### src/hw/rtl/ppusar_pkg.sv
`default_nettype none

package ppusar_pkg;

    // Command codes carried by each request.
    typedef enum logic [3:0] {
        CMD_CTRL_WR    = 4'd0,
        CMD_OTHER_WR   = 4'd1,
        CMD_SCROLL_WR  = 4'd2,
        CMD_ADDR_WR    = 4'd3,
        CMD_DATA_WR    = 4'd4,
        CMD_DATA_RD    = 4'd5,
        CMD_STATUS_RD  = 4'd6,
        CMD_INC_X      = 4'd7,
        CMD_INC_Y      = 4'd8,
        CMD_COPY_H     = 4'd9,
        CMD_COPY_V     = 4'd10,
        CMD_SET_VBLANK = 4'd11,
        CMD_CLR_VBLANK = 4'd12
    } cmd_t;

    // Masks, steps and limits applied to the address registers.
    localparam logic [15:0] CTRL_KEEP_MASK     = 16'hfcff;
    localparam logic [15:0] SCROLL2_KEEP_MASK  = 16'h0c1f;
    localparam logic [15:0] ADDR2_KEEP_MASK    = 16'h7f00;
    localparam logic [15:0] COARSE_X_CLR_MASK  = 16'hffe0;
    localparam logic [15:0] PALETTE_MASK       = 16'h3f00;
    localparam logic [15:0] COPY_H_KEEP_MASK   = 16'hfbe0;
    localparam logic [15:0] COPY_H_TAKE_MASK   = 16'h041f;
    localparam logic [15:0] COPY_V_KEEP_MASK   = 16'h841f;
    localparam logic [15:0] COPY_V_TAKE_MASK   = 16'h7be0;
    localparam logic [15:0] FINE_Y_CLR_MASK    = 16'h8fff;
    localparam logic [15:0] ADDR1_KEEP_MASK    = 16'h00ff;
    localparam logic [15:0] COARSE_Y_CLR_MASK  = 16'hfc1f;
    localparam logic [15:0] NAMETABLE_X_BIT    = 16'h0400;
    localparam logic [15:0] NAMETABLE_Y_BIT    = 16'h0800;
    localparam logic [15:0] FINE_Y_STEP        = 16'h1000;
    localparam logic [15:0] ROW_STEP           = 16'd32;
    localparam logic [15:0] COLUMN_STEP        = 16'd1;
    localparam logic [4:0]  COARSE_MAX         = 5'h1f;
    localparam logic [4:0]  LAST_VISIBLE_ROW   = 5'd29;
    localparam logic [2:0]  FINE_Y_MAX         = 3'd7;

    // One accepted request.
    typedef struct packed {
        logic [3:0] command;
        logic [7:0] write_data;
        logic [7:0] read_data;
        logic       sprite_zero_hit;
        logic       sprite_overflow;
    } request_t;

    // One result.
    typedef struct packed {
        logic [7:0]  read_value;
        logic [13:0] vram_address;
        logic        vram_write;
        logic [7:0]  vram_write_data;
        logic [15:0] current_address;
        logic [2:0]  fine_x_scroll;
        logic        vblank_flag;
    } result_t;

endpackage

`default_nettype wire

### src/hw/rtl/ppusar_in_reg.sv
`default_nettype none

module ppusar_in_reg (
    input  wire logic                aclk,
    input  wire logic                aresetn,
    input  wire logic                s_valid,
    output logic                     s_ready,
    input  wire logic [3:0]          s_command,
    input  wire logic [7:0]          s_write_data,
    input  wire logic [7:0]          s_read_data,
    input  wire logic                s_sprite_zero_hit,
    input  wire logic                s_sprite_overflow,
    input  wire logic                advance,
    output logic                     req_valid,
    output ppusar_pkg::request_t     req
);

    logic                 valid_reg;
    logic                 valid_next;
    ppusar_pkg::request_t req_reg;

    // The slot frees up in the same cycle that its request moves on.
    assign s_ready   = !valid_reg || advance;
    assign req_valid = valid_reg;
    assign req       = req_reg;

    always_comb begin
        valid_next = valid_reg;
        if (s_valid && s_ready) begin
            valid_next = 1'b1;
        end else if (advance) begin
            valid_next = 1'b0;
        end
    end

    always_ff @(posedge aclk) begin
        if (!aresetn) begin
            valid_reg <= 1'b0;
        end else begin
            valid_reg <= valid_next;
        end
    end

    // Payload capture; no reset needed.
    always_ff @(posedge aclk) begin
        if (s_valid && s_ready) begin
            req_reg.command         <= s_command;
            req_reg.write_data      <= s_write_data;
            req_reg.read_data       <= s_read_data;
            req_reg.sprite_zero_hit <= s_sprite_zero_hit;
            req_reg.sprite_overflow <= s_sprite_overflow;
        end
    end

endmodule

`default_nettype wire

### src/hw/rtl/ppusar_core.sv
`default_nettype none

module ppusar_core (
    input  wire logic                 aclk,
    input  wire logic                 aresetn,
    input  wire logic                 step,
    input  wire ppusar_pkg::request_t req,
    output ppusar_pkg::result_t       res
);

    logic [15:0] cur_reg,  cur_next;
    logic [15:0] tmp_reg,  tmp_next;
    logic [2:0]  fine_x_reg, fine_x_next;
    logic        second_reg, second_next;
    logic        by_row_reg, by_row_next;
    logic [7:0]  buffer_reg, buffer_next;
    logic [7:0]  last_reg, last_next;
    logic        vblank_reg, vblank_next;

    ppusar_pkg::cmd_t cmd;
    logic [7:0]  d;
    logic [15:0] step_amount;
    logic [15:0] y_wrapped;
    logic [4:0]  row;
    logic [4:0]  row_next;
    logic [15:0] y_cleared;
    logic [7:0]  rv;
    logic        wr;
    logic [7:0]  wd;

    assign cmd = ppusar_pkg::cmd_t'(req.command);
    assign d   = req.write_data;

    // Step applied by a data access.
    assign step_amount = by_row_reg ? ppusar_pkg::ROW_STEP : ppusar_pkg::COLUMN_STEP;

    // Vertical increment once fine Y has rolled over.
    always_comb begin
        y_cleared = cur_reg & ppusar_pkg::FINE_Y_CLR_MASK;
        row       = cur_reg[9:5];
        y_wrapped = y_cleared;
        if (row == ppusar_pkg::LAST_VISIBLE_ROW) begin
            row_next  = 5'd0;
            y_wrapped = y_cleared ^ ppusar_pkg::NAMETABLE_Y_BIT;
        end else if (row == ppusar_pkg::COARSE_MAX) begin
            row_next = 5'd0;
        end else begin
            row_next = row + 5'd1;
        end
    end

    // Command decode and next state.
    always_comb begin
        cur_next    = cur_reg;
        tmp_next    = tmp_reg;
        fine_x_next = fine_x_reg;
        second_next = second_reg;
        by_row_next = by_row_reg;
        buffer_next = buffer_reg;
        last_next   = last_reg;
        vblank_next = vblank_reg;
        rv          = 8'd0;
        wr          = 1'b0;
        wd          = 8'd0;

        case (cmd)
            ppusar_pkg::CMD_CTRL_WR: begin
                last_next   = d;
                by_row_next = d[2];
                tmp_next    = (tmp_reg & ppusar_pkg::CTRL_KEEP_MASK)
                            | {4'd0, d[1:0], 10'd0};
            end
            ppusar_pkg::CMD_OTHER_WR: begin
                last_next = d;
            end
            ppusar_pkg::CMD_SCROLL_WR: begin
                last_next = d;
                if (second_reg) begin
                    tmp_next    = (tmp_reg & ppusar_pkg::SCROLL2_KEEP_MASK)
                                | {1'b0, d[2:0], 2'd0, d[7:3], 5'd0};
                    second_next = 1'b0;
                end else begin
                    tmp_next    = (tmp_reg & ppusar_pkg::COARSE_X_CLR_MASK)
                                | {11'd0, d[7:3]};
                    fine_x_next = d[2:0];
                    second_next = 1'b1;
                end
            end
            ppusar_pkg::CMD_ADDR_WR: begin
                last_next = d;
                if (second_reg) begin
                    tmp_next    = (tmp_reg & ppusar_pkg::ADDR2_KEEP_MASK) | {8'd0, d};
                    cur_next    = (tmp_reg & ppusar_pkg::ADDR2_KEEP_MASK) | {8'd0, d};
                    second_next = 1'b0;
                end else begin
                    tmp_next    = (tmp_reg & ppusar_pkg::ADDR1_KEEP_MASK)
                                | {2'd0, d[5:0], 8'd0};
                    second_next = 1'b1;
                end
            end
            ppusar_pkg::CMD_DATA_WR: begin
                last_next = d;
                wr        = 1'b1;
                wd        = d;
                cur_next  = cur_reg + step_amount;
            end
            ppusar_pkg::CMD_DATA_RD: begin
                rv = ((cur_reg & ppusar_pkg::PALETTE_MASK) == ppusar_pkg::PALETTE_MASK)
                   ? req.read_data : buffer_reg;
                buffer_next = req.read_data;
                cur_next    = cur_reg + step_amount;
            end
            ppusar_pkg::CMD_STATUS_RD: begin
                rv = {vblank_reg, req.sprite_zero_hit, req.sprite_overflow, last_reg[4:0]};
                vblank_next = 1'b0;
                second_next = 1'b0;
            end
            ppusar_pkg::CMD_INC_X: begin
                if (cur_reg[4:0] == ppusar_pkg::COARSE_MAX) begin
                    cur_next = (cur_reg & ppusar_pkg::COARSE_X_CLR_MASK)
                             ^ ppusar_pkg::NAMETABLE_X_BIT;
                end else begin
                    cur_next = cur_reg + ppusar_pkg::COLUMN_STEP;
                end
            end
            ppusar_pkg::CMD_INC_Y: begin
                if (cur_reg[14:12] != ppusar_pkg::FINE_Y_MAX) begin
                    cur_next = cur_reg + ppusar_pkg::FINE_Y_STEP;
                end else begin
                    cur_next = (y_wrapped & ppusar_pkg::COARSE_Y_CLR_MASK)
                             | {6'd0, row_next, 5'd0};
                end
            end
            ppusar_pkg::CMD_COPY_H: begin
                cur_next = (cur_reg & ppusar_pkg::COPY_H_KEEP_MASK)
                         | (tmp_reg & ppusar_pkg::COPY_H_TAKE_MASK);
            end
            ppusar_pkg::CMD_COPY_V: begin
                cur_next = (cur_reg & ppusar_pkg::COPY_V_KEEP_MASK)
                         | (tmp_reg & ppusar_pkg::COPY_V_TAKE_MASK);
            end
            ppusar_pkg::CMD_SET_VBLANK: begin
                vblank_next = 1'b1;
            end
            ppusar_pkg::CMD_CLR_VBLANK: begin
                vblank_next = 1'b0;
            end
            default: begin
            end
        endcase
    end

    // Result of the request being processed.
    always_comb begin
        res.read_value      = rv;
        res.vram_address    = cur_reg[13:0];
        res.vram_write      = wr;
        res.vram_write_data = wd;
        res.current_address = cur_next;
        res.fine_x_scroll   = fine_x_next;
        res.vblank_flag     = vblank_next;
    end

    // Architectural state, updated once per processed request.
    always_ff @(posedge aclk) begin
        if (!aresetn) begin
            cur_reg    <= 16'd0;
            tmp_reg    <= 16'd0;
            fine_x_reg <= 3'd0;
            second_reg <= 1'b0;
            by_row_reg <= 1'b0;
            buffer_reg <= 8'd0;
            last_reg   <= 8'd0;
            vblank_reg <= 1'b0;
        end else if (step) begin
            cur_reg    <= cur_next;
            tmp_reg    <= tmp_next;
            fine_x_reg <= fine_x_next;
            second_reg <= second_next;
            by_row_reg <= by_row_next;
            buffer_reg <= buffer_next;
            last_reg   <= last_next;
            vblank_reg <= vblank_next;
        end
    end

    // A status read always leaves vblank and the write toggle clear.
    assert property (@(posedge aclk) disable iff (!aresetn)
        step && (cmd == ppusar_pkg::CMD_STATUS_RD) |=> !vblank_reg && !second_reg)
        else $error("status read did not clear vblank and toggle");

    // The second address write loads the current address from the temporary one.
    assert property (@(posedge aclk) disable iff (!aresetn)
        step && (cmd == ppusar_pkg::CMD_ADDR_WR) && second_reg |=> cur_reg == tmp_reg)
        else $error("address write did not copy temporary address");

    // Only a data write drives a memory write.
    assert property (@(posedge aclk) disable iff (!aresetn)
        res.vram_write |-> cmd == ppusar_pkg::CMD_DATA_WR)
        else $error("memory write on a non-write command");

    // State holds while no request is processed.
    assert property (@(posedge aclk) disable iff (!aresetn)
        !step |=> $stable(cur_reg) && $stable(tmp_reg) && $stable(vblank_reg))
        else $error("state changed without a request");

endmodule

`default_nettype wire

### src/hw/rtl/ppusar_out_reg.sv
`default_nettype none

module ppusar_out_reg (
    input  wire logic                aclk,
    input  wire logic                aresetn,
    input  wire logic                load,
    input  wire ppusar_pkg::result_t res,
    output logic                     can_take,
    output logic                     m_valid,
    input  wire logic                m_ready,
    output logic [7:0]               m_read_value,
    output logic [13:0]              m_vram_address,
    output logic                     m_vram_write,
    output logic [7:0]               m_vram_write_data,
    output logic [15:0]              m_current_address,
    output logic [2:0]               m_fine_x_scroll,
    output logic                     m_vblank_flag
);

    logic                valid_reg;
    logic                valid_next;
    ppusar_pkg::result_t res_reg;

    // A new result may enter when the slot is empty or is being drained.
    assign can_take = !valid_reg || m_ready;

    always_comb begin
        valid_next = valid_reg;
        if (load) begin
            valid_next = 1'b1;
        end else if (m_ready) begin
            valid_next = 1'b0;
        end
    end

    always_ff @(posedge aclk) begin
        if (!aresetn) begin
            valid_reg <= 1'b0;
        end else begin
            valid_reg <= valid_next;
        end
    end

    always_ff @(posedge aclk) begin
        if (load) begin
            res_reg <= res;
        end
    end

    assign m_valid           = valid_reg;
    assign m_read_value      = res_reg.read_value;
    assign m_vram_address    = res_reg.vram_address;
    assign m_vram_write      = res_reg.vram_write;
    assign m_vram_write_data = res_reg.vram_write_data;
    assign m_current_address = res_reg.current_address;
    assign m_fine_x_scroll   = res_reg.fine_x_scroll;
    assign m_vblank_flag     = res_reg.vblank_flag;

endmodule

`default_nettype wire

### src/hw/rtl/ppu_scroll_address_registers.sv
// Path: a request in the input register passes the combinational command logic and its
// result is registered in the result register. Throughput: one request per cycle while
// m_ready drains the result register; input and result register each hold one request.
// Reset: aresetn is synchronous and active low; it clears the valid flags of both stages
// and all scroll, address, buffer and vblank registers to zero.
`default_nettype none

module ppu_scroll_address_registers (
    input  wire logic        aclk,
    input  wire logic        aresetn,
    input  wire logic        s_valid,
    output logic             s_ready,
    input  wire logic [3:0]  s_command,
    input  wire logic [7:0]  s_write_data,
    input  wire logic [7:0]  s_read_data,
    input  wire logic        s_sprite_zero_hit,
    input  wire logic        s_sprite_overflow,
    output logic             m_valid,
    input  wire logic        m_ready,
    output logic [7:0]       m_read_value,
    output logic [13:0]      m_vram_address,
    output logic             m_vram_write,
    output logic [7:0]       m_vram_write_data,
    output logic [15:0]      m_current_address,
    output logic [2:0]       m_fine_x_scroll,
    output logic             m_vblank_flag
);

    logic                 req_valid;
    ppusar_pkg::request_t req;
    ppusar_pkg::result_t  res;
    logic                 can_take;
    logic                 advance;

    // A request moves on when the result register has room for it.
    assign advance = req_valid && can_take;

    ppusar_in_reg u_in_reg (
        .aclk              (aclk),
        .aresetn           (aresetn),
        .s_valid           (s_valid),
        .s_ready           (s_ready),
        .s_command         (s_command),
        .s_write_data      (s_write_data),
        .s_read_data       (s_read_data),
        .s_sprite_zero_hit (s_sprite_zero_hit),
        .s_sprite_overflow (s_sprite_overflow),
        .advance           (advance),
        .req_valid         (req_valid),
        .req               (req)
    );

    ppusar_core u_core (
        .aclk    (aclk),
        .aresetn (aresetn),
        .step    (advance),
        .req     (req),
        .res     (res)
    );

    ppusar_out_reg u_out_reg (
        .aclk              (aclk),
        .aresetn           (aresetn),
        .load              (advance),
        .res               (res),
        .can_take          (can_take),
        .m_valid           (m_valid),
        .m_ready           (m_ready),
        .m_read_value      (m_read_value),
        .m_vram_address    (m_vram_address),
        .m_vram_write      (m_vram_write),
        .m_vram_write_data (m_vram_write_data),
        .m_current_address (m_current_address),
        .m_fine_x_scroll   (m_fine_x_scroll),
        .m_vblank_flag     (m_vblank_flag)
    );

endmodule

`default_nettype wire
### config.mk
export PLATFORM = sky130hd
export DESIGN_NAME = ppu_scroll_address_registers
export DESIGN_NICKNAME = d
export VERILOG_FILES = /design/src/hw/rtl/ppusar_pkg.sv /design/src/hw/rtl/ppusar_in_reg.sv /design/src/hw/rtl/ppusar_core.sv /design/src/hw/rtl/ppusar_out_reg.sv /design/src/hw/rtl/ppu_scroll_address_registers.sv
export SDC_FILE = /design/constraint.sdc
export NUM_CORES = 1
export LEC_CHECK = 0
export BUFFER_PORTS_ARGS = -buffer_cell sky130_fd_sc_hd__buf_2
export CAP_MARGIN = 20
export CORE_UTILIZATION = 30
export DETAILED_ROUTE_END_ITERATION = 10
export HOLD_SLACK_MARGIN = 0.12
export PLACE_DENSITY_LB_ADDON = 0.12
export SYNTH_ARGS = -nofsm -noshare
export SYNTH_HDL_FRONTEND = slang
export SYNTH_SLANG_ARGS = --single-unit
### constraint.sdc
create_clock -name aclk -period 3.95 [get_ports aclk]
set_input_delay 0.1975 -clock aclk [delete_from_list [all_inputs] [get_ports aclk]]
set_output_delay 0.1975 -clock aclk [all_outputs]
set_load 0.02 [all_outputs]
Word level (Yosys, flattened, before mapping):

Cells that the tools add are included.

* register bits after elaboration: 126
* output and inout bits: 53
* logic and storage cells: 96

* add/subtract/negate cells: 4
* equal/unequal tests: 17
* mux-type cells: 23
* bitwise gates (word level): 10
* reductions and logical operators: 20

Operators by type and width (number)
* case mux 16 bit (6 select lines): 1
* 2-to-1 mux 16 bit: 5
* case mux 16 bit (3 select lines): 1
* == test 4 bit, second input constant: 5
* adder 16 x 1 -> 16 bit, second input constant: 1
* adder 16 x 13 -> 16 bit, second input constant: 1
* adder 16 x 6 -> 16 bit: 1
* == test 4 x 3 -> 1 bit, second input constant: 4
* bitwise OR 16 x 10 -> 16 bit: 1
* bitwise OR 16 x 11 -> 16 bit: 1
* bitwise OR 16 x 12 -> 16 bit: 1
* bitwise OR 16 x 15 -> 16 bit: 1
* bitwise OR 16 x 5 -> 16 bit: 1
* case mux 8 bit (2 select lines): 1
* == test 5 bit, second input constant: 3
* bitwise OR 12 x 15 -> 15 bit: 1
* bitwise OR 15 x 8 -> 15 bit: 1
* bitwise OR 8 x 14 -> 14 bit: 1
* 2-to-1 mux 12 bit: 1
* 2-to-1 mux 5 bit: 2
* AND reduction 2 bit: 5
* == test 4 x 2 -> 1 bit, second input constant: 2
* 2-to-1 mux 8 bit: 1
* == test 6 bit, second input constant: 1
* other kinds (16): 31

Logic depth before layout (Yosys ltp):

Gate-level depths: netlist (run 1).

* word-level depth: 6
* depth in mapped cells: 9

Cells and area by module:

Synthesis (run 1) repeated with hierarchy kept, for this count alone.

* cells, all modules: 615
* area total of the unflattened synthesis: 6228.5 µm²

By module, submodules not included
* ppusar_core: instances 1, cells each 532, area an instance 3923.8 µm², sequential area each 1001.0 µm²
* ppusar_out_reg: instances 1, cells each 55, area an instance 1580.3 µm², sequential area each 1551.5 µm²
* ppusar_in_reg: instances 1, cells each 27, area an instance 718.2 µm², sequential area each 680.7 µm²
* ppu_scroll_address_registers: instances 1, cells each 1, area an instance 6.3 µm², sequential area each 0.0 µm²

Worst setup path after synthesis (run 1):

No wires, ideal clock.

* path kind: reg-to-reg
* start point: register u_out_reg.valid_reg (netlist: u_out_reg.m_valid)
* end point: register u_out_reg.res_reg (netlist bit u_out_reg.m_current_address[0]), enable pin
* arrival time: 2.663 ns
* required time: 3.515 ns
* path slack: 0.852 ns
* cell stages (with the launch flop): 6
* buffers on the path: 2
* clock period less this slack: 3.098 ns
* cell sequence: dfxtp_1 > nand2b_1 > nand2_1 > inv_1 > clkbuf_1 > clkbuf_1

* longest elaborated chain between the ends: 3

Ends and longest elaborated chain
* start: declaration: line ppusar_out_reg.sv:20 `logic valid_reg;`
* start signal: assignment: line ppusar_out_reg.sv:40 `valid_reg <= valid_next;`
* logical NOT 1 bit: line ppusar_out_reg.sv:25 `assign can_take = !valid_reg || m_ready;`
* logical OR 1 bit: line ppusar_out_reg.sv:25
* logical AND 1 bit: line ppu_scroll_address_registers.sv:36 `assign advance = req_valid && can_take;`
* net advance: line ppu_scroll_address_registers.sv:33 `logic advance;`
* end signal: assignment: line ppusar_out_reg.sv:46 `res_reg <= res;`
* end: declaration: line ppusar_out_reg.sv:22 `ppusar_pkg::result_t res_reg;`

The timed path passes the listed nets, and every way through them passes these cells.
A chain may end at the register's enable or synchronous reset.

==> results of run 1 <==
[logic make-up after synthesis]
family	count (synthesis)
buffers and inverters	61
multiplexers	27
adder cells (fa/ha/maj)	10
flip-flops	125
AO/OA/AOI/OAI	188
AND/OR/NAND/NOR	217
XOR/XNOR	3
[power groups by stage]
stage	logic [mW]	clock network, mW	registers [mW]
after floorplan	0.172	0	1.53
after global placement	0.264	0	1.53
after detailed placement	0.264	0	1.53
after CTS	0.283	1.69	1.51
after global routing	0.312	1.75	1.51
final	0.284	1.65	1.51
[cell type report]
| type | instances | area, um2 | share of cell area |
|---|---|---|---|
| Clock inverter | 14 | 185 | 0.0233 |
| Multi-Input combinational cell | 445 | 3020 | 0.379 |
| Timing Repair Buffer | 107 | 686 | 0.0861 |
| Clock buffer | 18 | 429 | 0.0539 |
| Sequential cell | 125 | 3230 | 0.406 |
| Tap cell | 275 | 344 | 0.0432 |
| Inverter | 18 | 68.8 | 0.00864 |
[cells in the mapped netlist, drive strengths merged (6+ instances only)]
library cell / n
edfxtp: 73
nand2: 60
dfxtp: 52
o21ai: 51
buf: 25
nor2: 23
nor2b: 22
mux2i: 21
a21oi: 19
and2: 18
clkbuf: 18
inv: 18
a22oi: 17
a31oi: 14
nand2b: 13
a21boi: 12
nand3: 12
nor3: 12
and3: 11
ha: 10
nor4: 8
nand4: 7
o22ai: 7
mux2: 6
nor3b: 6
o21a: 6
[how the worst max path moves through the flow]
stage          depth (start not counted)                         endpoint  slack [ns]               from
2_1_floorplan                          5   u_out_reg.m_current_address[0]        0.85  u_out_reg.m_valid
3_3_place_gp                           9   u_out_reg.m_current_address[9]        1.18  u_core.cur_reg[1]
3_5_place_dp                           9  u_out_reg.m_current_address[14]        1.08  u_core.cur_reg[1]
4_1_cts                                9  u_out_reg.m_current_address[14]        1.03  u_core.cur_reg[1]
5_1_grt                                9   u_out_reg.m_current_address[9]        0.76  u_core.cur_reg[1]
6_report                               9   u_out_reg.m_current_address[9]        1.00  u_core.cur_reg[1]
[worst min-delay path, stage by stage]
cell and delay, ns:
buf_2 0.09, nor2b_1 0.06, a21oi_1 0.14, nor2b_1 0.05
[cells in the final DEF, fill, tap and decap left out, types with 17 or more instances in the layout]
| cell type | instances |
|---|---|
| dlygate4sd3_1 | 23 |
| a21oi_1 | 19 |
| nor2b_1 | 22 |
| edfxtp_1 | 73 |
| nand2_1 | 60 |
| and2_1 | 18 |
| a22oi_1 | 17 |
| clkbuf_16 | 17 |
| mux2i_1 | 21 |
| nor2_1 | 22 |
| dfxtp_1 | 52 |
| o21ai_0 | 48 |
| buf_2 | 78 |
[metal layers]
layer,GRT usage,part of all wire,vias up
met2,0.280,0.46,188
met3,0.0317,0.050,36
met4,0.0737,0.023,0
li1,-,-,2567
met5,0,0,-
met1,0.239,0.47,2671
[metrics by stage]
step           std cells  utilization  hold WS (ns)
6_report            1002        0.375         0.164
5_1_grt             1002        0.375         0.205
4_1_cts             1001        0.374         0.145
3_5_place_dp         946        0.334         0.376
3_3_place_gp         946        0.334         0.374
2_1_floorplan        631            -         0.296
==> results.yml, run 1 <==
layout:
  drive_gt1_frac: 0.199
  nets: 750
  fin_area_um2: 7960
  fillerInstances: 2153
  largest_reg_flops: 22
  area_growth_pct: 21.5
  antenna_cells: 0
routing:
  drt_wl_total_mm: 19.2
  drt_pass1_iterations: 5
  drc: 0
  drt_iter0_markers: 496
  vias: 5462
  wl_per_cell_um: 19.1
  vias_per_cell: 5.45
  ant_nets: 0
global_route:
  grt_max_degree: 54
  antenna_found_initial: 0
  track_usage: 0.178
  grt_pass1_vias: 5292
  gr-total-overflow: 0
  grt_pass1_wl_mm: 30.0
power_and_ir_drop:
  switching_share: 0.257
  clkPwrFrac: 0.480
  p_leak_nw: 3.01
  ir_worst_vdd_uv: 283
  powerDensity_nw_per_um2: 432
  switchingPower_uw: 886
  p_int_mw: 2.56
  pwr-share-comb: 0.083
  p_seq_frac: 0.438
  power_mw: 3.44
timing:
  max_freq_mhz: 339
  fin_setup_tns_ns: 0
  drv_slew: 0
  fin_ws_ns: 1.00
  fin_crit_ns: 2.95
  fin_crit_sh: 0.746
  tightest_slew_ns: 0.925
  rsz0062_at_grt: "false"
  setup_viol: 0
  timing.slew.headroom: 0.383
  finalHoldViolations: 0
  finalClockSkew_ns: 0.0101
clock_tree:
  h-tree-depth: 4
  hold_buffers: 23
  cts_setup_buffers: 0
  cts.path.max_buffers: 2
  root_buffer: "clkbuf_16"
  tritoncts: "yes"
  cts_resized: 0
  cts_buffers: 17
  clk_transition_reported_paths_ns: 0.07
  clock_latency_ns: 0.43
  cts_sinks: 125
worst_setup_path:
  worst-endpoint-required_ns: 4.12
  crit_path_end_kind: "flip-flop"
  path_buf_inv: 1
  r2r_start: "u_core.cur_reg[1]"
  arrival_ns: 3.12
  reg2reg_to: "u_out_reg.m_current_address[9]"
  slowest_stage: "o41ai_1"
  max_stage_delay_ns: 0.49
  crit_path_frequent_cell: "ha_1"
  cp-start-kind: "flip-flop"
  reg2reg_slack_ns: 1.00
  r2r_cells: 9
  critical_path.cell_chain: "ha_1 > nand3_1 > inv_1 > ha_1 > nand4b_1 > nor2_1 > a31oi_1 > o41ai_1 > nand2_1"
  critPathTopFamily: "simple AND/OR/NAND/NOR gates"
  crit_fanout: 10
  crit_type: "flip-flop to flip-flop"
floorplanning:
  rows: 53
  die_w_um: 150
  dieArea_um2: 22400
  io_pins: 79
  fp.dieH_um: 150
  start_util: 0.309
  core_area_um2: 21200
synthesis:
  synth-adder-area-share: 0.0191
  synthesis.nets: 667
  synth.largest_area_cell: "edfxtp_1"
  synth_top_area_frac: 0.334
  seq_area_frac_synth: 0.493
  synth_ff_type: "edfxtp_1"
  synth_compound_area_frac: 0.203
  synth_edf_count: 73
  syn_avg_cell_area_um2: 10.4
  yosysWarnings: 0
  netlist_top_cells_area: "edfxtp_1 (33%), dfxtp_1 (16%), o21ai_0 (3.7%)"
  synth-xor-area-share: 0.00401
  synthSimpleGateAreaFrac: 0.191
  syn_inst: 631
  async_flop_share: 0
  synth-seq-cells: 125
  syn-cell-area_um2: 6550
  synth_top_family_by_area: "compound AO/OA/AOI/OAI gates"
  synthMuxAreaShare: 0.0424
  yosysUniqueCellTypes: 87
placed_design:
  placed_cell_area_um2: 7090
  place.gp.congestion: 0.877
  place_hpwl_mm: 12.8
  pre_cts_slack_ns: 1.08
  port_buffers: 78
hold_path:
  whs_endpoint: "u_in_reg.req_valid"
  hold_depth: 4
  hold_class: "input port to flip-flop"
  min_from: "m_ready"
run_status:
  outcome: "finished clean"
run:
  maxCapViolations: 0
Power figures use the tool's default switching activity.
==> inputs of run 2 (changes only) <==
- ABC_AREA: unset -> 1
- clock period: 3.95 -> 2.79 ns (I/O delays scaled with it)
==> run 2 against run 1 <==
Against the previous run: clock-buffer cell count shrank 1; sequential share of layout area down 0.095 points; total power is 43% higher; critical path depth up 3; first-iteration DRC count shrank 6.3%; non-clock buffer count up 9; sequential power is 40% higher; critical path type unchanged; largest power group unchanged; highest routed layer unchanged.
==> results.yml, run 2 <==
run_status:
  outcome: "finished clean"
clock_tree:
  hold_buffers: 25
  clock_latency_ns: 0.43
  cts_sinks: 125
  cts_setup_buffers: 0
  cts_resized: 0
  h-tree-depth: 4
  cts_buffers: 17
  clk_transition_reported_paths_ns: 0.07
  cts.path.max_buffers: 2
  tritoncts: "yes"
  root_buffer: "clkbuf_16"
routing:
  ant_nets: 0
  wl_per_cell_um: 16.4
  drt_iter0_markers: 465
  drt_wl_total_mm: 19.7
  drt_pass1_iterations: 5
  vias_per_cell: 4.87
  drc: 0
  vias: 5872
synthesis:
  synth-seq-cells: 125
  yosysUniqueCellTypes: 40
  yosysMostFrequentCell: "nand2_1"
  synth_top_area_frac: 0.342
  synth_compound_area_frac: 0.136
  syn_inst: 808
  seq_area_frac_synth: 0.505
  synthesis.nets: 844
  synth-adder-area-share: 0.0195
  syn-cell-area_um2: 6400
  netlist_top_cells_area: "edfxtp_1 (34%), dfxtp_1 (16%), nand2_1 (10%)"
  synthSimpleGateAreaFrac: 0.264
  synth.largest_area_cell: "edfxtp_1"
  synth-xor-area-share: 0.00274
  synth_common_cells: "nand2_1 (175), nor2_1 (106), inv_1 (88)"
  synth_top_family_by_area: "simple AND/OR/NAND/NOR gates"
  yosysWarnings: 0
  syn_avg_cell_area_um2: 7.92
  synth_edf_count: 73
  async_flop_share: 0
  synth_ff_type: "edfxtp_1"
  synthMuxAreaShare: 0
layout:
  area_growth_pct: 24.7
  layout_commonest_cell: "nand2_1"
  drive_gt1_frac: 0.154
  mostFrequentLayoutCells: "nand2_1 (175), nor2_1 (106), inv_1 (87)"
  antenna_cells: 0
  nets: 953
  largest_reg_flops: 22
hold_path:
  hold_class: "input port to flip-flop"
timing:
  tightest_slew_ns: 0.890
  hold_ws_ns: 0.231
  fin_crit_sh: 0.818
  fin_setup_tns_ns: 0
  max_freq_mhz: 438
  drv_slew: 0
  finalHoldViolations: 0
  finalClockSkew_ns: 0.0117
  rsz0062_at_grt: "false"
  setup_viol: 0
  timing.slew.headroom: 0.406
  fin_crit_ns: 2.28
  fin_ws_ns: 0.508
floorplanning:
  dieArea_um2: 21900
  die_w_um: 148
  rows: 53
  io_pins: 79
  fp.dieH_um: 148
  core_area_um2: 21000
  start_util: 0.306
global_route:
  grt_pass1_wl_mm: 30.8
  antenna_found_initial: 0
  grt_max_degree: 73
  gr-total-overflow: 0
  track_usage: 0.185
  grt_pass1_vias: 5567
worst_setup_path:
  critical_path.cell_chain: "ha_1 > inv_1 > nor2_1 > ha_1 > inv_1 > nand3_1 > nor2_1 > nand2_1 > o21ai_0 > nand3_1 > nand2_1 > nand2_1"
  max_stage_delay_ns: 0.38
  worst-endpoint-required_ns: 2.98
  crit_fanout: 7
  path_buf_inv: 2
  arrival_ns: 2.47
  crit_type: "flip-flop to flip-flop"
  critPathTopFamily: "simple AND/OR/NAND/NOR gates"
  slowest_stage: "dfxtp_1"
  crit_path_frequent_cell: "nand2_1"
  cp-start-kind: "flip-flop"
  crit_path_end_kind: "flip-flop"
power_and_ir_drop:
  p_leak_nw: 3.38
  ir_worst_vdd_uv: 379
  powerDensity_nw_per_um2: 615
placed_design:
  pre_cts_slack_ns: 0.558
  place.gp.congestion: 0.918
  place_hpwl_mm: 14.0
  port_buffers: 78
run:
  maxCapViolations: 0
==> run 2: cell count changes in the layout (fill, tap and decap cells not counted), moves of 12 or more <==
cell and delta:
nand2_1 +115, a21oi_1 +41, nor2_1 +84, nand3_1 +70, inv_1 +72, and2_1 -18
nand2b_1 -13, a22oi_1 -12, nor2b_1 -22, mux2i_1 -21
==> run 2: logic make-up after synthesis <==
kind of cell             count (synthesis)
AND/OR/NAND/NOR                        393
flip-flops                             125
adder cells (fa/ha/maj)                 10
buffers and inverters                  120
XOR/XNOR                                 2
AO/OA/AOI/OAI                          158
==> run 2: final timing paths <==
kind | endpoint | startpoint | cells after the start | slack, ns
worst min register to register | u_core.tmp_reg[1] | u_core.tmp_reg[1] | 2 | 0.48
worst max-delay path | u_out_reg.m_current_address[15] | u_core.cur_reg[0] | 12 | 0.51
worst min-delay path | u_core.second_reg | aresetn | 3 | 0.23
worst max register to register | u_out_reg.m_current_address[15] | u_core.cur_reg[0] | 12 | 0.51
==> run 2: through the flow <==
step                power [mW]  instances  instance area (um2)   util
global route              5.11       1205                 7980  0.381
detailed placement        2.61       1148                 7130  0.340
global placement          2.61       1148                 7130  0.340
finish                    4.91       1205                 7980  0.381
floorplan                 2.44        808                 6400      -
CTS                       4.97       1205                 7980  0.381
==> run 2: worst reg2reg max path, cell delays in order, from the launching register on <==
cell and delay (ns):
dfxtp_1 0.38, ha_1 0.26, inv_1 0.08, nor2_1 0.05, ha_1 0.21, inv_1 0.10, nand3_1 0.09, nor2_1 0.23
nand2_1 0.22, o21ai_0 0.20, nand3_1 0.10, nand2_1 0.09, nand2_1 0.05
==> run 2: per-layer routing <==
metal  share of wire  up-vias  GRT usage  routed length [um]
li1                -     2950          -                   -
met1            0.47     2723      0.247                9340
met2            0.47      178      0.298                9260
met3           0.042       21     0.0371                 821
met4           0.016        0     0.0634                 306
met5               0        -          0                   0
==> run 2: report_power, final <==
part	leakage [nW]	switching, mW	internal (mW)	total, mW
logic	1.97	0.317	0.154	0.471
registers	1.12	0.0697	2.05	2.12
clock network	0.295	0.963	1.35	2.31
total	3.38	1.35	3.56	4.91
==> run 2: area by class of cell <==
type / count / area, um2
sequential: 125 / 3230
timing repair buffer: 116 / 751
clock inverter: 15 / 176
multi-input combinational: 563 / 2700
fill: 2232 / 13000
inverter: 94 / 353
tap: 275 / 344
clock buffer: 17 / 425
==> inputs of run 3 (changes only) <==
- clock period: 2.79 -> 2.3 ns (I/O delays scaled with it)
==> run 3 against run 2 <==
Against the previous run: wire length increased by 0.20%; combinational power increased by 32%; worst setup slack got worse by 0.29 ns; largest cell class unchanged; critical path depth unchanged; total power increased by 20%; maximum frequency increased by 9.7%; clock skew about the same; die area unchanged; worst hold slack got worse by 0.011 ns; first-iteration DRC count increased by 21%; clock-buffer cell count increased by 1; sequential power increased by 21%.
==> results.yml, run 3 (synthesized netlist as in run 2, its figures left out) <==
run_status:
  outcome: "finished clean"
worst_setup_path:
  crit_path_end_kind: "flip-flop"
  slowest_stage: "dfxtp_1"
  path_buf_inv: 2
  crit_type: "flip-flop to flip-flop"
  crit_fanout: 7
  worst-endpoint-required_ns: 2.47
  cp.depth: 12
  critical_path.cell_chain: "ha_1 > inv_1 > nor2_1 > ha_1 > inv_1 > nand3_1 > nor2_2 > nand2_2 > o21ai_0 > nand2_1 > nand2_1 > nand3_1"
  cp-start-kind: "flip-flop"
  max_stage_delay_ns: 0.31
  r2r_cells: 12
  critPathTopFamily: "simple AND/OR/NAND/NOR gates"
  arrival_ns: 2.25
timing:
  setup_viol: 0
  max_freq_mhz: 481
  fin_crit_sh: 0.904
  drv_slew: 0
  hold_ws_ns: 0.219
  finalClockSkew_ns: 0.0115
  fin_setup_tns_ns: 0
  timing.slew.headroom: 0.667
  rsz0062_at_grt: "false"
  fin_crit_ns: 2.08
  finalHoldViolations: 0
  tightest_slew_ns: 0.500
global_route:
  track_usage: 0.189
  grt_pass1_wl_mm: 31.5
  grt_max_degree: 41
  grt.met2_usage: 0.312
  gr-total-overflow: 0
  antenna_found_initial: 0
  grt.met3_usage: 0.0411
  use_met1: 0.247
  grt_pass1_vias: 5702
  top_usage_layer: "met2"
floorplanning:
  die_w_um: 148
  start_util: 0.306
  rows: 53
  dieArea_um2: 21900
  fp.dieH_um: 148
  core_area_um2: 21000
  io_pins: 79
layout:
  drive_gt1_frac: 0.172
  largest_reg_flops: 22
  layout_commonest_cell: "nand2_1"
  antenna_cells: 0
  area_growth_pct: 27.0
  mostFrequentLayoutCells: "nand2_1 (174), nor2_1 (105), inv_1 (87)"
  fillerInstances: 2227
  nets: 972
power_and_ir_drop:
  ir_worst_vdd_uv: 529
  pwr-share-comb: 0.106
  switchingPower_mw: 1.62
  clkPwrFrac: 0.460
  power_mw: 5.89
  p_leak_nw: 3.48
  switching_share: 0.275
  powerDensity_nw_per_um2: 724
  p_seq_frac: 0.434
  p_int_mw: 4.27
clock_tree:
  cts_sinks: 125
  cts.path.max_buffers: 2
  clk_transition_reported_paths_ns: 0.06
  h-tree-depth: 4
  root_buffer: "clkbuf_16"
  cts_buffers: 17
  tritoncts: "yes"
  clock_latency_ns: 0.43
placed_design:
  port_buffers: 78
  place_hpwl_mm: 14.2
  place.gp.congestion: 0.894
routing:
  ant_nets: 0
  drt_wl_total_mm: 19.8
  vias: 5907
  drt_pass1_iterations: 5
  vias_per_cell: 4.83
  wl_per_cell_um: 16.2
  drc: 0
  drt_iter0_markers: 561
run:
  maxCapViolations: 0
hold_path:
  hold_class: "input port to flip-flop"
  hold_depth: 4
run 3: cell types whose count changed in the layout (fill, tap and decap cells not counted), moves of 2 or more:
cell / before / now
buf_4: 12 / 29
inv_8: 3 / 5
inv_6: 6 / 3
o21ai_0: 57 / 55
o21ai_1: 5 / 7
run 3: final timing paths:
check / startpoint / endpoint / slack [ns]
max reg2reg: u_core.cur_reg[0] / u_out_reg.m_current_address[13] / 0.22
min: aresetn / u_core.second_reg / 0.22
min reg2reg: u_core.tmp_reg[2] / u_core.tmp_reg[2] / 0.47
max: u_core.cur_reg[0] / u_out_reg.m_current_address[13] / 0.22
run 3: layout make-up:
| cell class | count | area [um2] | share of cell area |
|---|---|---|---|
| clock buffer | 18 | 439 | 0.0540 |
| clock inverter | 14 | 151 | 0.0186 |
| inverter | 94 | 353 | 0.0434 |
| multi-input combinational | 563 | 2700 | 0.332 |
| sequential | 125 | 3230 | 0.398 |
| tap | 275 | 344 | 0.0423 |
| timing repair buffer | 135 | 908 | 0.112 |
run 3: per-layer routing:
metal  share of wire  vias up  wire, um
met4           0.014        0       286
met5               0        -         0
met3           0.038       16       761
met1            0.48     2749      9470
met2            0.47      158      9260
li1                -     2984         -
run 3: worst register-to-register path, cell delays in order (launching register included):
cell     delay (ns)
dfxtp_1        0.31
ha_1           0.23
inv_1          0.08
nor2_1         0.05
ha_1           0.21
inv_1          0.10
nand3_1        0.10
nor2_2         0.21
nand2_2        0.15
o21ai_0        0.18
nand2_1        0.07
nand2_1        0.06
nand3_1        0.08
run 3: metrics by stage:
| stage | utilization | instance area, um2 | setup slack (ns) | instances |
|---|---|---|---|---|
| floorplan | - | 6400 | 0.324 | 808 |
| detailed placement | 0.347 | 7280 | 0.105 | 1166 |
| global route | 0.388 | 8130 | 0.00315 | 1224 |
| finish | 0.388 | 8130 | 0.220 | 1224 |
| global placement | 0.347 | 7280 | 0.158 | 1166 |
| CTS | 0.388 | 8130 | 0.114 | 1224 |
run 3: power by group through the flow:
stage,Sequential (mW),Clock [mW],Combinational (mW)
after global routing,2.57,2.87,0.693
after CTS,2.56,2.79,0.627
after global placement,2.61,0,0.593
after detailed placement,2.61,0,0.591
final,2.56,2.71,0.623
after floorplan,2.66,0,0.295
run 3: timing repair:
action	4_1_cts	5_1_grt
hold buffers	26	0
setup buffers	0	0
hold endpoints to repair	24	0
setup endpoints to repair	0	8
resized for setup	0	4
